<file path="config.mk">
export PLATFORM = sky130hd
export DESIGN_NAME = continued_fraction_rational_approx_unit_flat
export DESIGN_NICKNAME = d
export VERILOG_FILES = /design/src/hdl/cfra_pkg.sv /design/src/hdl/cfra_in_if.sv /design/src/hdl/cfra_out_if.sv /design/src/hdl/continued_fraction_rational_approx_unit.sv /design/src/hdl/cfra_div.sv /design/src/hdl/cfra_mac.sv /design/src/flat_wrapper.sv
export VERILOG_INCLUDE_DIRS = /design/src /design/src/hdl
export SDC_FILE = /design/constraint.sdc
export NUM_CORES = 2
export LEC_CHECK = 0
export ABC_AREA = 1
export BUFFER_PORTS_ARGS = -buffer_cell sky130_fd_sc_hd__buf_2
export CAP_MARGIN = 20
export CORE_ASPECT_RATIO = 0.5
export CORE_UTILIZATION = 62
export DETAILED_ROUTE_END_ITERATION = 10
export HOLD_SLACK_MARGIN = 0.06
export PLACE_DENSITY = 0.85
export SLEW_MARGIN = 0
export SYNTH_ARGS = -nofsm -noshare
export SYNTH_HDL_FRONTEND = slang
export SYNTH_HIERARCHICAL = 1
export SYNTH_SLANG_ARGS = --single-unit
</file>
<file path="constraint.sdc">
create_clock -name clk -period 31.5 [get_ports clk]
set_clock_uncertainty 0.05 [all_clocks]
set_input_delay 4.725 -clock clk [delete_from_list [all_inputs] [get_ports clk]]
set_output_delay 4.725 -clock clk [all_outputs]
set_load 0.02 [all_outputs]
</file>
<file path="src/hdl/continued_fraction_rational_approx_unit_assert.svh">
// Assertion macros for the continued-fraction approximation unit.
// Used by the top level; expects signals clk and rst_n in scope.
`ifndef CONTINUED_FRACTION_RATIONAL_APPROX_UNIT_ASSERT_SVH
`define CONTINUED_FRACTION_RATIONAL_APPROX_UNIT_ASSERT_SVH

`ifndef SYNTH
// same-cycle implication
`define CFRA_ASSERT_IMP(name, ante, cons) \
    name: assert property (@(posedge clk) disable iff (!rst_n) (ante) |-> (cons)) \
        else $error("cfra assertion failed");
// next-cycle implication
`define CFRA_ASSERT_NXT(name, ante, cons) \
    name: assert property (@(posedge clk) disable iff (!rst_n) (ante) |=> (cons)) \
        else $error("cfra assertion failed");
`else
`define CFRA_ASSERT_IMP(name, ante, cons)
`define CFRA_ASSERT_NXT(name, ante, cons)
`endif

`endif

</file>
<file path="src/hdl/cfra_pkg.sv">
// Shared constants and types for the continued-fraction approximation unit.
// No dependencies.
package cfra_pkg;

    localparam int VALUE_W       = 64;
    localparam int WHOLE_W       = 32;
    localparam int NUM_W         = 17;
    localparam int DEN_W         = 16;
    localparam int FRAC_BITS_DEF = 32;
    localparam int DVD_W         = 128;
    localparam int QUO_W         = 64;
    localparam int CNT_W         = 8;
    localparam int MAC_A_W       = 16;

    localparam logic [DEN_W-1:0] MAXDEN_RESET = 16'd1000;
    localparam logic [30:0]      RECIP_LIMIT  = 31'h7FFFFFFF;

    // divider start request
    typedef struct packed {
        logic             start;
        logic [CNT_W-1:0] nbits;
    } cfra_div_req_t;

    // shared unit status
    typedef struct packed {
        logic busy;
        logic done;
    } cfra_stat_t;

endpackage

</file>
<file path="src/hdl/cfra_in_if.sv">
// Input request channel: valid/ready plus the fixed-point value.
// Depends on cfra_pkg.
interface cfra_in_if;
    logic                                 valid;
    logic                                 ready;
    logic signed [cfra_pkg::VALUE_W-1:0]  value_fixed;

    modport source (output valid, output value_fixed, input ready);
    modport sink   (input valid, input value_fixed, output ready);
endinterface

</file>
<file path="src/hdl/cfra_out_if.sv">
// Result channel: valid/ready plus the mixed-number fields.
// Depends on cfra_pkg.
interface cfra_out_if;
    logic                                valid;
    logic                                ready;
    logic signed [cfra_pkg::WHOLE_W-1:0] whole_part;
    logic signed [cfra_pkg::NUM_W-1:0]   numerator;
    logic [cfra_pkg::DEN_W-1:0]          denominator;

    modport source (output valid, output whole_part, output numerator,
                    output denominator, input ready);
    modport sink   (input valid, input whole_part, input numerator,
                    input denominator, output ready);
endinterface

</file>
<file path="src/hdl/continued_fraction_rational_approx_unit.sv">
// Continued-fraction rational approximation: one signed fixed-point value
// in, one mixed number (whole part, numerator, denominator) out. Requests
// are handled one at a time; in_ch.ready is low while a request is worked
// on. Each convergent step costs one reciprocal division on the shared
// bit-serial divider plus two shift-add multiplies and control states; the
// final split of p/q costs another division on the same divider. Values are
// Q32.32 by default, and the denominator limit resets to 1000.
// A finished result waits in the output register while the next request
// is taken. Depends on cfra_pkg, cfra_in_if, cfra_out_if, cfra_div, cfra_mac.
`include "continued_fraction_rational_approx_unit_assert.svh"

module continued_fraction_rational_approx_unit #(
    parameter int FRAC_BITS = cfra_pkg::FRAC_BITS_DEF
) (
    input  logic                       clk,
    input  logic                       rst_n,
    input  logic                       cfg_wr_en,
    input  logic [cfra_pkg::DEN_W-1:0] cfg_wr_data,
    cfra_in_if.sink                    in_ch,
    cfra_out_if.source                 out_ch
);
    import cfra_pkg::*;

    localparam int AI_W = VALUE_W - FRAC_BITS;
    localparam int CHK_W = 96;

    localparam logic [2:0] ST_IDLE = 3'd0;
    localparam logic [2:0] ST_CHKF = 3'd1;
    localparam logic [2:0] ST_DIVR = 3'd2;
    localparam logic [2:0] ST_STEP = 3'd3;
    localparam logic [2:0] ST_MQ   = 3'd4;
    localparam logic [2:0] ST_MP   = 3'd5;
    localparam logic [2:0] ST_FIN  = 3'd6;
    localparam logic [2:0] ST_DIVF = 3'd7;

    localparam logic [CHK_W-1:0] ONE_FB = CHK_W'(1) << FRAC_BITS;

    logic [2:0]         state_reg, state_next;
    logic [DEN_W-1:0]   maxden_reg;
    logic [VALUE_W-1:0] x_reg, x_next;
    logic               neg_reg, neg_next;
    logic [VALUE_W-1:0] p0_reg, p0_next, p1_reg, p1_next;
    logic [DEN_W-1:0]   q0_reg, q0_next, q1_reg, q1_next, tq_reg, tq_next;
    logic               ov_reg, ov_next;
    logic [WHOLE_W-1:0] whole_reg, whole_next;
    logic [NUM_W-1:0]   num_reg, num_next;
    logic [DEN_W-1:0]   den_reg, den_next;

    logic [DEN_W-1:0]     lim;
    logic [FRAC_BITS-1:0] frac;
    logic [AI_W-1:0]      ai;
    logic [VALUE_W-1:0]   abs_in;
    logic                 recip_stop;
    logic [CHK_W-1:0]     frac_x_lim;
    logic [CHK_W-1:0]     frac_sh;

    cfra_div_req_t        div_req;
    logic [DVD_W-1:0]     div_dvd;
    logic [FRAC_BITS-1:0] div_dsr;
    cfra_stat_t           div_stat;
    logic [QUO_W-1:0]     div_quo;
    logic [FRAC_BITS-1:0] div_rem;

    logic                 mac_start;
    logic [VALUE_W-1:0]   mac_b, mac_c, mac_res;
    cfra_stat_t           mac_stat;

    logic [VALUE_W-1:0]   whole64;
    logic [VALUE_W-1:0]   sat64;
    logic                 out_free;

    cfra_div #(.DIV_W(FRAC_BITS)) u_div (
        .clk       (clk),
        .rst_n     (rst_n),
        .req       (div_req),
        .dividend  (div_dvd),
        .divisor   (div_dsr),
        .stat      (div_stat),
        .quotient  (div_quo),
        .remainder (div_rem)
    );

    cfra_mac u_mac (
        .clk   (clk),
        .rst_n (rst_n),
        .start (mac_start),
        .b     (mac_b),
        .a     (ai[MAC_A_W-1:0]),
        .c     (mac_c),
        .stat  (mac_stat),
        .res   (mac_res)
    );

    // operand views
    assign lim    = (maxden_reg == '0) ? DEN_W'(1) : maxden_reg;
    assign frac   = x_reg[FRAC_BITS-1:0];
    assign ai     = x_reg[VALUE_W-1:FRAC_BITS];
    assign abs_in = in_ch.value_fixed[VALUE_W-1] ? (VALUE_W'(0) - in_ch.value_fixed)
                                                 : in_ch.value_fixed;

    // reciprocal out of range: 2^FB/f > limit, or integer part too wide
    assign frac_x_lim = CHK_W'(frac) * CHK_W'(RECIP_LIMIT);
    assign frac_sh    = CHK_W'(frac) << AI_W;
    assign recip_stop = (frac_x_lim < ONE_FB) || (frac_sh <= ONE_FB);

    assign out_free = !ov_reg || out_ch.ready;

    // final split with sign and saturation
    assign whole64 = div_quo;
    always_comb
    begin
        if (neg_reg)
            sat64 = (whole64 > VALUE_W'(64'h8000_0000)) ? VALUE_W'(64'h8000_0000) : whole64;
        else
            sat64 = (whole64 > VALUE_W'(64'h7FFF_FFFF)) ? VALUE_W'(64'h7FFF_FFFF) : whole64;
    end

    // sequencer
    always_comb
    begin
        state_next    = state_reg;
        x_next        = x_reg;
        neg_next      = neg_reg;
        p0_next       = p0_reg;
        p1_next       = p1_reg;
        q0_next       = q0_reg;
        q1_next       = q1_reg;
        tq_next       = tq_reg;
        ov_next       = ov_reg && !out_ch.ready;
        whole_next    = whole_reg;
        num_next      = num_reg;
        den_next      = den_reg;
        div_req.start = 1'b0;
        div_req.nbits = CNT_W'(2 * FRAC_BITS + 1);
        div_dvd       = DVD_W'(1) << (DVD_W - 1);
        div_dsr       = frac;
        mac_start     = 1'b0;
        mac_b         = VALUE_W'(q1_reg);
        mac_c         = VALUE_W'(q0_reg);
        unique case (state_reg)
            ST_IDLE:
            begin
                if (in_ch.valid)
                begin
                    // first convergent: p = a0, q = 1
                    x_next     = abs_in;
                    neg_next   = in_ch.value_fixed[VALUE_W-1];
                    p1_next    = VALUE_W'(abs_in[VALUE_W-1:FRAC_BITS]);
                    p0_next    = VALUE_W'(1);
                    q1_next    = DEN_W'(1);
                    q0_next    = '0;
                    state_next = ST_CHKF;
                end
            end
            ST_CHKF:
            begin
                if (frac == '0 || recip_stop)
                    state_next = ST_FIN;
                else
                begin
                    div_req.start = 1'b1;
                    state_next    = ST_DIVR;
                end
            end
            ST_DIVR:
            begin
                if (div_stat.done)
                begin
                    x_next     = div_quo;
                    state_next = ST_STEP;
                end
            end
            ST_STEP:
            begin
                if (ai > AI_W'(lim))
                    state_next = ST_FIN;
                else
                begin
                    mac_start  = 1'b1;
                    state_next = ST_MQ;
                end
            end
            ST_MQ:
            begin
                if (mac_stat.done)
                begin
                    if (mac_res > VALUE_W'(lim))
                        state_next = ST_FIN;
                    else
                    begin
                        tq_next    = mac_res[DEN_W-1:0];
                        mac_b      = p1_reg;
                        mac_c      = p0_reg;
                        mac_start  = 1'b1;
                        state_next = ST_MP;
                    end
                end
            end
            ST_MP:
            begin
                mac_b = p1_reg;
                mac_c = p0_reg;
                if (mac_stat.done)
                begin
                    p0_next    = p1_reg;
                    p1_next    = mac_res;
                    q0_next    = q1_reg;
                    q1_next    = tq_reg;
                    state_next = ST_CHKF;
                end
            end
            ST_FIN:
            begin
                div_req.start = 1'b1;
                div_req.nbits = CNT_W'(VALUE_W);
                div_dvd       = {p1_reg, {(DVD_W - VALUE_W){1'b0}}};
                div_dsr       = FRAC_BITS'(q1_reg);
                state_next    = ST_DIVF;
            end
            ST_DIVF:
            begin
                div_dsr = FRAC_BITS'(q1_reg);
                if (div_stat.done && out_free)
                begin
                    ov_next  = 1'b1;
                    den_next = q1_reg;
                    if (whole64 != '0)
                    begin
                        num_next   = NUM_W'(div_rem[DEN_W-1:0]);
                        whole_next = neg_reg ? (WHOLE_W'(0) - sat64[WHOLE_W-1:0])
                                             : sat64[WHOLE_W-1:0];
                    end
                    else
                    begin
                        whole_next = '0;
                        num_next   = neg_reg ? (NUM_W'(0) - p1_reg[NUM_W-1:0])
                                             : p1_reg[NUM_W-1:0];
                    end
                    state_next = ST_IDLE;
                end
            end
            default:
                state_next = ST_IDLE;
        endcase
    end

    always_ff @(posedge clk or negedge rst_n)
    begin
        if (!rst_n)
        begin
            state_reg  <= ST_IDLE;
            ov_reg     <= 1'b0;
            maxden_reg <= MAXDEN_RESET;
        end
        else
        begin
            state_reg <= state_next;
            ov_reg    <= ov_next;
            if (cfg_wr_en)
                maxden_reg <= cfg_wr_data;
        end
    end

    always_ff @(posedge clk)
    begin
        x_reg     <= x_next;
        neg_reg   <= neg_next;
        p0_reg    <= p0_next;
        p1_reg    <= p1_next;
        q0_reg    <= q0_next;
        q1_reg    <= q1_next;
        tq_reg    <= tq_next;
        whole_reg <= whole_next;
        num_reg   <= num_next;
        den_reg   <= den_next;
    end

    assign in_ch.ready        = (state_reg == ST_IDLE);
    assign out_ch.valid       = ov_reg;
    assign out_ch.whole_part  = whole_reg;
    assign out_ch.numerator   = num_reg;
    assign out_ch.denominator = den_reg;

    // checks
    `CFRA_ASSERT_IMP(a_den_nonzero, out_ch.valid, out_ch.denominator != '0)
    `CFRA_ASSERT_NXT(a_busy_after_req, in_ch.valid && in_ch.ready, !in_ch.ready)
    `CFRA_ASSERT_IMP(a_one_unit, mac_stat.busy, !div_stat.busy)

endmodule

</file>
<file path="src/hdl/cfra_div.sv">
// Restoring divider, one quotient bit per cycle, left-aligned dividend.
// Depends on cfra_pkg.
module cfra_div #(
    parameter int DIV_W = cfra_pkg::FRAC_BITS_DEF
) (
    input  logic                         clk,
    input  logic                         rst_n,
    input  cfra_pkg::cfra_div_req_t      req,
    input  logic [cfra_pkg::DVD_W-1:0]   dividend,
    input  logic [DIV_W-1:0]             divisor,
    output cfra_pkg::cfra_stat_t         stat,
    output logic [cfra_pkg::QUO_W-1:0]   quotient,
    output logic [DIV_W-1:0]             remainder
);
    import cfra_pkg::*;

    logic [DVD_W-1:0] dvd_reg, dvd_next;
    logic [DIV_W:0]   rem_reg, rem_next;
    logic [QUO_W-1:0] quo_reg, quo_next;
    logic [CNT_W-1:0] cnt_reg, cnt_next;
    logic             busy_reg, busy_next;
    logic             done_reg, done_next;
    logic [DIV_W:0]   trial;
    logic             fits;

    // one restoring step
    assign trial = {rem_reg[DIV_W-1:0], dvd_reg[DVD_W-1]};
    assign fits  = trial >= {1'b0, divisor};

    always_comb
    begin
        dvd_next  = dvd_reg;
        rem_next  = rem_reg;
        quo_next  = quo_reg;
        cnt_next  = cnt_reg;
        busy_next = busy_reg;
        done_next = done_reg;
        if (req.start)
        begin
            dvd_next  = dividend;
            rem_next  = '0;
            quo_next  = '0;
            cnt_next  = req.nbits;
            busy_next = 1'b1;
            done_next = 1'b0;
        end
        else if (busy_reg)
        begin
            dvd_next = {dvd_reg[DVD_W-2:0], 1'b0};
            rem_next = fits ? (trial - {1'b0, divisor}) : trial;
            quo_next = {quo_reg[QUO_W-2:0], fits};
            cnt_next = cnt_reg - CNT_W'(1);
            if (cnt_reg == CNT_W'(1))
            begin
                busy_next = 1'b0;
                done_next = 1'b1;
            end
        end
    end

    always_ff @(posedge clk or negedge rst_n)
    begin
        if (!rst_n)
        begin
            busy_reg <= 1'b0;
            done_reg <= 1'b0;
            cnt_reg  <= '0;
        end
        else
        begin
            busy_reg <= busy_next;
            done_reg <= done_next;
            cnt_reg  <= cnt_next;
        end
    end

    always_ff @(posedge clk)
    begin
        dvd_reg <= dvd_next;
        rem_reg <= rem_next;
        quo_reg <= quo_next;
    end

    assign stat.busy = busy_reg;
    assign stat.done = done_reg;
    assign quotient  = quo_reg;
    assign remainder = rem_reg[DIV_W-1:0];

endmodule

</file>
<file path="src/hdl/cfra_mac.sv">
// Shift-add multiply-accumulate: res = b * a + c (mod 2^64), a 16 bits.
// Depends on cfra_pkg.
module cfra_mac (
    input  logic                          clk,
    input  logic                          rst_n,
    input  logic                          start,
    input  logic [cfra_pkg::VALUE_W-1:0]  b,
    input  logic [cfra_pkg::MAC_A_W-1:0]  a,
    input  logic [cfra_pkg::VALUE_W-1:0]  c,
    output cfra_pkg::cfra_stat_t          stat,
    output logic [cfra_pkg::VALUE_W-1:0]  res
);
    import cfra_pkg::*;

    localparam int MCNT_W = $clog2(MAC_A_W + 1);

    logic [VALUE_W-1:0] acc_reg, acc_next;
    logic [VALUE_W-1:0] b_reg, b_next;
    logic [MAC_A_W-1:0] a_reg, a_next;
    logic [MCNT_W-1:0]  cnt_reg, cnt_next;
    logic               busy_reg, busy_next;
    logic               done_reg, done_next;

    // one multiplier bit per cycle
    always_comb
    begin
        acc_next  = acc_reg;
        b_next    = b_reg;
        a_next    = a_reg;
        cnt_next  = cnt_reg;
        busy_next = busy_reg;
        done_next = done_reg;
        if (start)
        begin
            acc_next  = c;
            b_next    = b;
            a_next    = a;
            cnt_next  = MCNT_W'(MAC_A_W);
            busy_next = 1'b1;
            done_next = 1'b0;
        end
        else if (busy_reg)
        begin
            if (a_reg[0])
                acc_next = acc_reg + b_reg;
            b_next   = {b_reg[VALUE_W-2:0], 1'b0};
            a_next   = {1'b0, a_reg[MAC_A_W-1:1]};
            cnt_next = cnt_reg - MCNT_W'(1);
            if (cnt_reg == MCNT_W'(1))
            begin
                busy_next = 1'b0;
                done_next = 1'b1;
            end
        end
    end

    always_ff @(posedge clk or negedge rst_n)
    begin
        if (!rst_n)
        begin
            busy_reg <= 1'b0;
            done_reg <= 1'b0;
            cnt_reg  <= '0;
        end
        else
        begin
            busy_reg <= busy_next;
            done_reg <= done_next;
            cnt_reg  <= cnt_next;
        end
    end

    always_ff @(posedge clk)
    begin
        acc_reg <= acc_next;
        b_reg   <= b_next;
        a_reg   <= a_next;
    end

    assign stat.busy = busy_reg;
    assign stat.done = done_reg;
    assign res       = acc_reg;

endmodule

</file>
<file path="src/flat_wrapper.sv">
// flat-port wrapper written by rule: the top's interface ports become plain ports
module continued_fraction_rational_approx_unit_flat import cfra_pkg::*;
#(
    parameter int FRAC_BITS = cfra_pkg::FRAC_BITS_DEF
)
  (clk, rst_n, cfg_wr_en, cfg_wr_data, in_ch_valid, in_ch_value_fixed, in_ch_ready, out_ch_valid, out_ch_whole_part, out_ch_numerator, out_ch_denominator, out_ch_ready);
  cfra_in_if in_ch_i ();
  cfra_out_if out_ch_i ();
  input  logic clk;
  input  logic rst_n;
  input  logic cfg_wr_en;
  input  logic [cfra_pkg::DEN_W-1:0] cfg_wr_data;
  input wire logic [$bits(in_ch_i.valid)-1:0] in_ch_valid;
  input wire logic [$bits(in_ch_i.value_fixed)-1:0] in_ch_value_fixed;
  output wire logic [$bits(in_ch_i.ready)-1:0] in_ch_ready;
  output wire logic [$bits(out_ch_i.valid)-1:0] out_ch_valid;
  output wire logic [$bits(out_ch_i.whole_part)-1:0] out_ch_whole_part;
  output wire logic [$bits(out_ch_i.numerator)-1:0] out_ch_numerator;
  output wire logic [$bits(out_ch_i.denominator)-1:0] out_ch_denominator;
  input wire logic [$bits(out_ch_i.ready)-1:0] out_ch_ready;
  assign in_ch_i.valid = in_ch_valid;
  assign in_ch_i.value_fixed = in_ch_value_fixed;
  assign in_ch_ready = in_ch_i.ready;
  assign out_ch_valid = out_ch_i.valid;
  assign out_ch_whole_part = out_ch_i.whole_part;
  assign out_ch_numerator = out_ch_i.numerator;
  assign out_ch_denominator = out_ch_i.denominator;
  assign out_ch_i.ready = out_ch_ready;
  continued_fraction_rational_approx_unit #(.FRAC_BITS(FRAC_BITS)) u_core (.clk(clk), .rst_n(rst_n), .cfg_wr_en(cfg_wr_en), .cfg_wr_data(cfg_wr_data), .in_ch(in_ch_i), .out_ch(out_ch_i));
endmodule
</file>
==> metrics.md <==
| Metric | Value |
|---|---|
| RSZ-0062 raised after global routing | false |
| YS warnings | 6 |
| Critical path launch point type | flop |
| Gate Count Post-Synth | 8229 |
| Worst Hold Depth | 1 |
| # Max-Cap Violations | 0 |
| All-layer global routing usage | 37.7% |
| Worst Tran Pin Value | 1.13 ns |
| Synthesized area | 62900 um2 |
| R2R Setup Slk | 20.11 ns |
| CTS tree | done |
| FF-to-FF path depth | 40 |
| H-tree levels | 3 |
| Grt total ovfl | 0 |
| Post-CTS setup buffer count | 0 |
| CTS sink cnt | 711 |
| Number of flip-flops in the largest register | 128 |
| Core ar. | 100000 um2 |
| Final period utilization | 36.2% |
| First-pass GRT wire length | 293000 um |
| Worst path most repeated cell | nand2_1 |
| Total CTS buffers | 70 |
| Vias in the first global route | 51.6k |
| Largest fanout on the critical path | 69 |
| Hold Path End | u_core/u_mac/cnt_reg[3] |
| Die width | 452 um |
| DR iter-0 viols | 5200 |
| Largest net degree at the start of global routing | 161 |
| Hold WC Path Type | reg2reg |
| FP Rows | 82 |
| Worst R2R Start | u_core/x_reg[4] |
| Max incr delay on CP | 0.66 ns |
| Vias | 53.4k |
| Area growth, synth to finish | 7.26% |
| Hold wc startpoint | u_core/u_mac/cnt_reg[3] |
| Hold Buf Count CTS | 0 |
| Worst skew pair latency | 0.65 ns |
| Ports | 152 |
| Final slew viol count | 0 |
| Initial antenna violation count | 4 |
| Nets | 9289 |
| Final Hold Slack | 0.423 ns |
| Die height | 227 um |
| Kind of critical path | reg2reg |
| Maximum clock frequency | 87.8 MHz |
| R2r endpoint | u_core/u_div/quotient[0] |
| Clock root buffer | clkbuf_16 |
| DIE AREA | 103000 um2 |
| Initial Util | 62.6% |
| I/O Buffers | 151 |
| GP Congestion | 1.04 |
| Critical Path RT | 31.96 ns |
| Syn avg cell area | 7.64 um2 |
| Tmin final | 11.39 ns |
| Drt via density | 5.47 |
| CTS clk-pin slew, worst paths | 0.06 ns |
| DRC violations left | 0 |
| Post-route ant nets | 0 |
| Layout cells sized above 1 | 5.78% |
| Rel. slew slack | 24.6% |
| Max clock buf depth | 3 |
| Slowest-stage cell, CP | buf_4 |
| Resized cells post-CTS | 0 |
| Final Hold Viols | 0 |
| Routed length per placed instance | 19.9 um |
| Worst path arrival time | 11.85 ns |
| Detailed placement HPWL | 156000 um |
| Drt first pass iters | 9 |
| Worst Setup End Kind | flop |
| Final setup viols | 0 |
| TNS Setup | 0 ns |
| Status | finished clean |
| Total routed wirelength | 194000 um |
-- cells in the final DEF, fill, tap and decap left out, types with 151 or more instances in the layout --
cell	instances
a21oi_1	210
buf_2	151
edfxtp_1	578
fa_1	466
ha_1	382
inv_1	1751
nand2_1	2675
nand3_1	280
nor2_1	618
o21ai_0	184
-- how the worst max path moves through the flow --
stage	startpoint	endpoint	depth (start not counted)	slack (ns)
finish	u_core/x_reg[4]	u_core/u_div/quotient[0]	40	20.11
global route	u_core/x_reg[4]	u_core/u_div/quotient[0]	42	19.64
CTS	u_core/x_reg[4]	u_core/u_div/quotient[0]	38	19.95
detailed placement	u_core/x_reg[4]	u_core/u_div/dvd_reg[106]	37	20.00
global placement	u_core/x_reg[4]	u_core/u_div/dvd_reg[106]	37	20.04
floorplan	u_core/state_reg[0]	u_core/p0_reg[0]	6	18.12
-- worst max-delay path: cells and delay by family (launching register included) --
kind | cells | cell delay [ns]
buf+inv | 12 | 2.86
fa+ha+maj | 9 | 4.48
xor+xnor | 1 | 0.18
flops | 1 | 0.51
compound gates | 2 | 0.45
simple gates | 16 | 2.68
-- stage by stage --
stage	instances	area, um2	util, %	setup WS [ns]
detailed placement	9626	65000	64.8	20.00
finish	9761	67400	67.2	20.11
floorplan	8298	63100	-	18.12
CTS	9756	67400	67.1	19.95
global route	9758	67400	67.2	19.64
global placement	9625	65000	64.8	20.04
-- cell type report --
type                       instances  area, um2
fill                            8576      32900
antenna                            3       7.51
multi-input combinational       5619      35500
clock inverter                    37        385
clock buffer                      93       1940
sequential                       711      20200
tap                             1344       1680
inverter                        1772       6670
timing repair buffer             182       1030
-- routing by layer --
| layer | up-vias | part of all wire, % | track usage (%) |
|---|---|---|---|
| met5 | - | 0.0067 | 0 |
| met1 | 25025 | 38 | 45.9 |
| li1 | 25449 | - | - |
| met4 | 2 | 6.0 | 19.8 |
| met3 | 541 | 7.6 | 5.61 |
| met2 | 2391 | 48 | 65.2 |
Power is left out: the tool's default activity adds up to more than one toggle a clock period on the data nets, which glitch-free logic cannot reach.
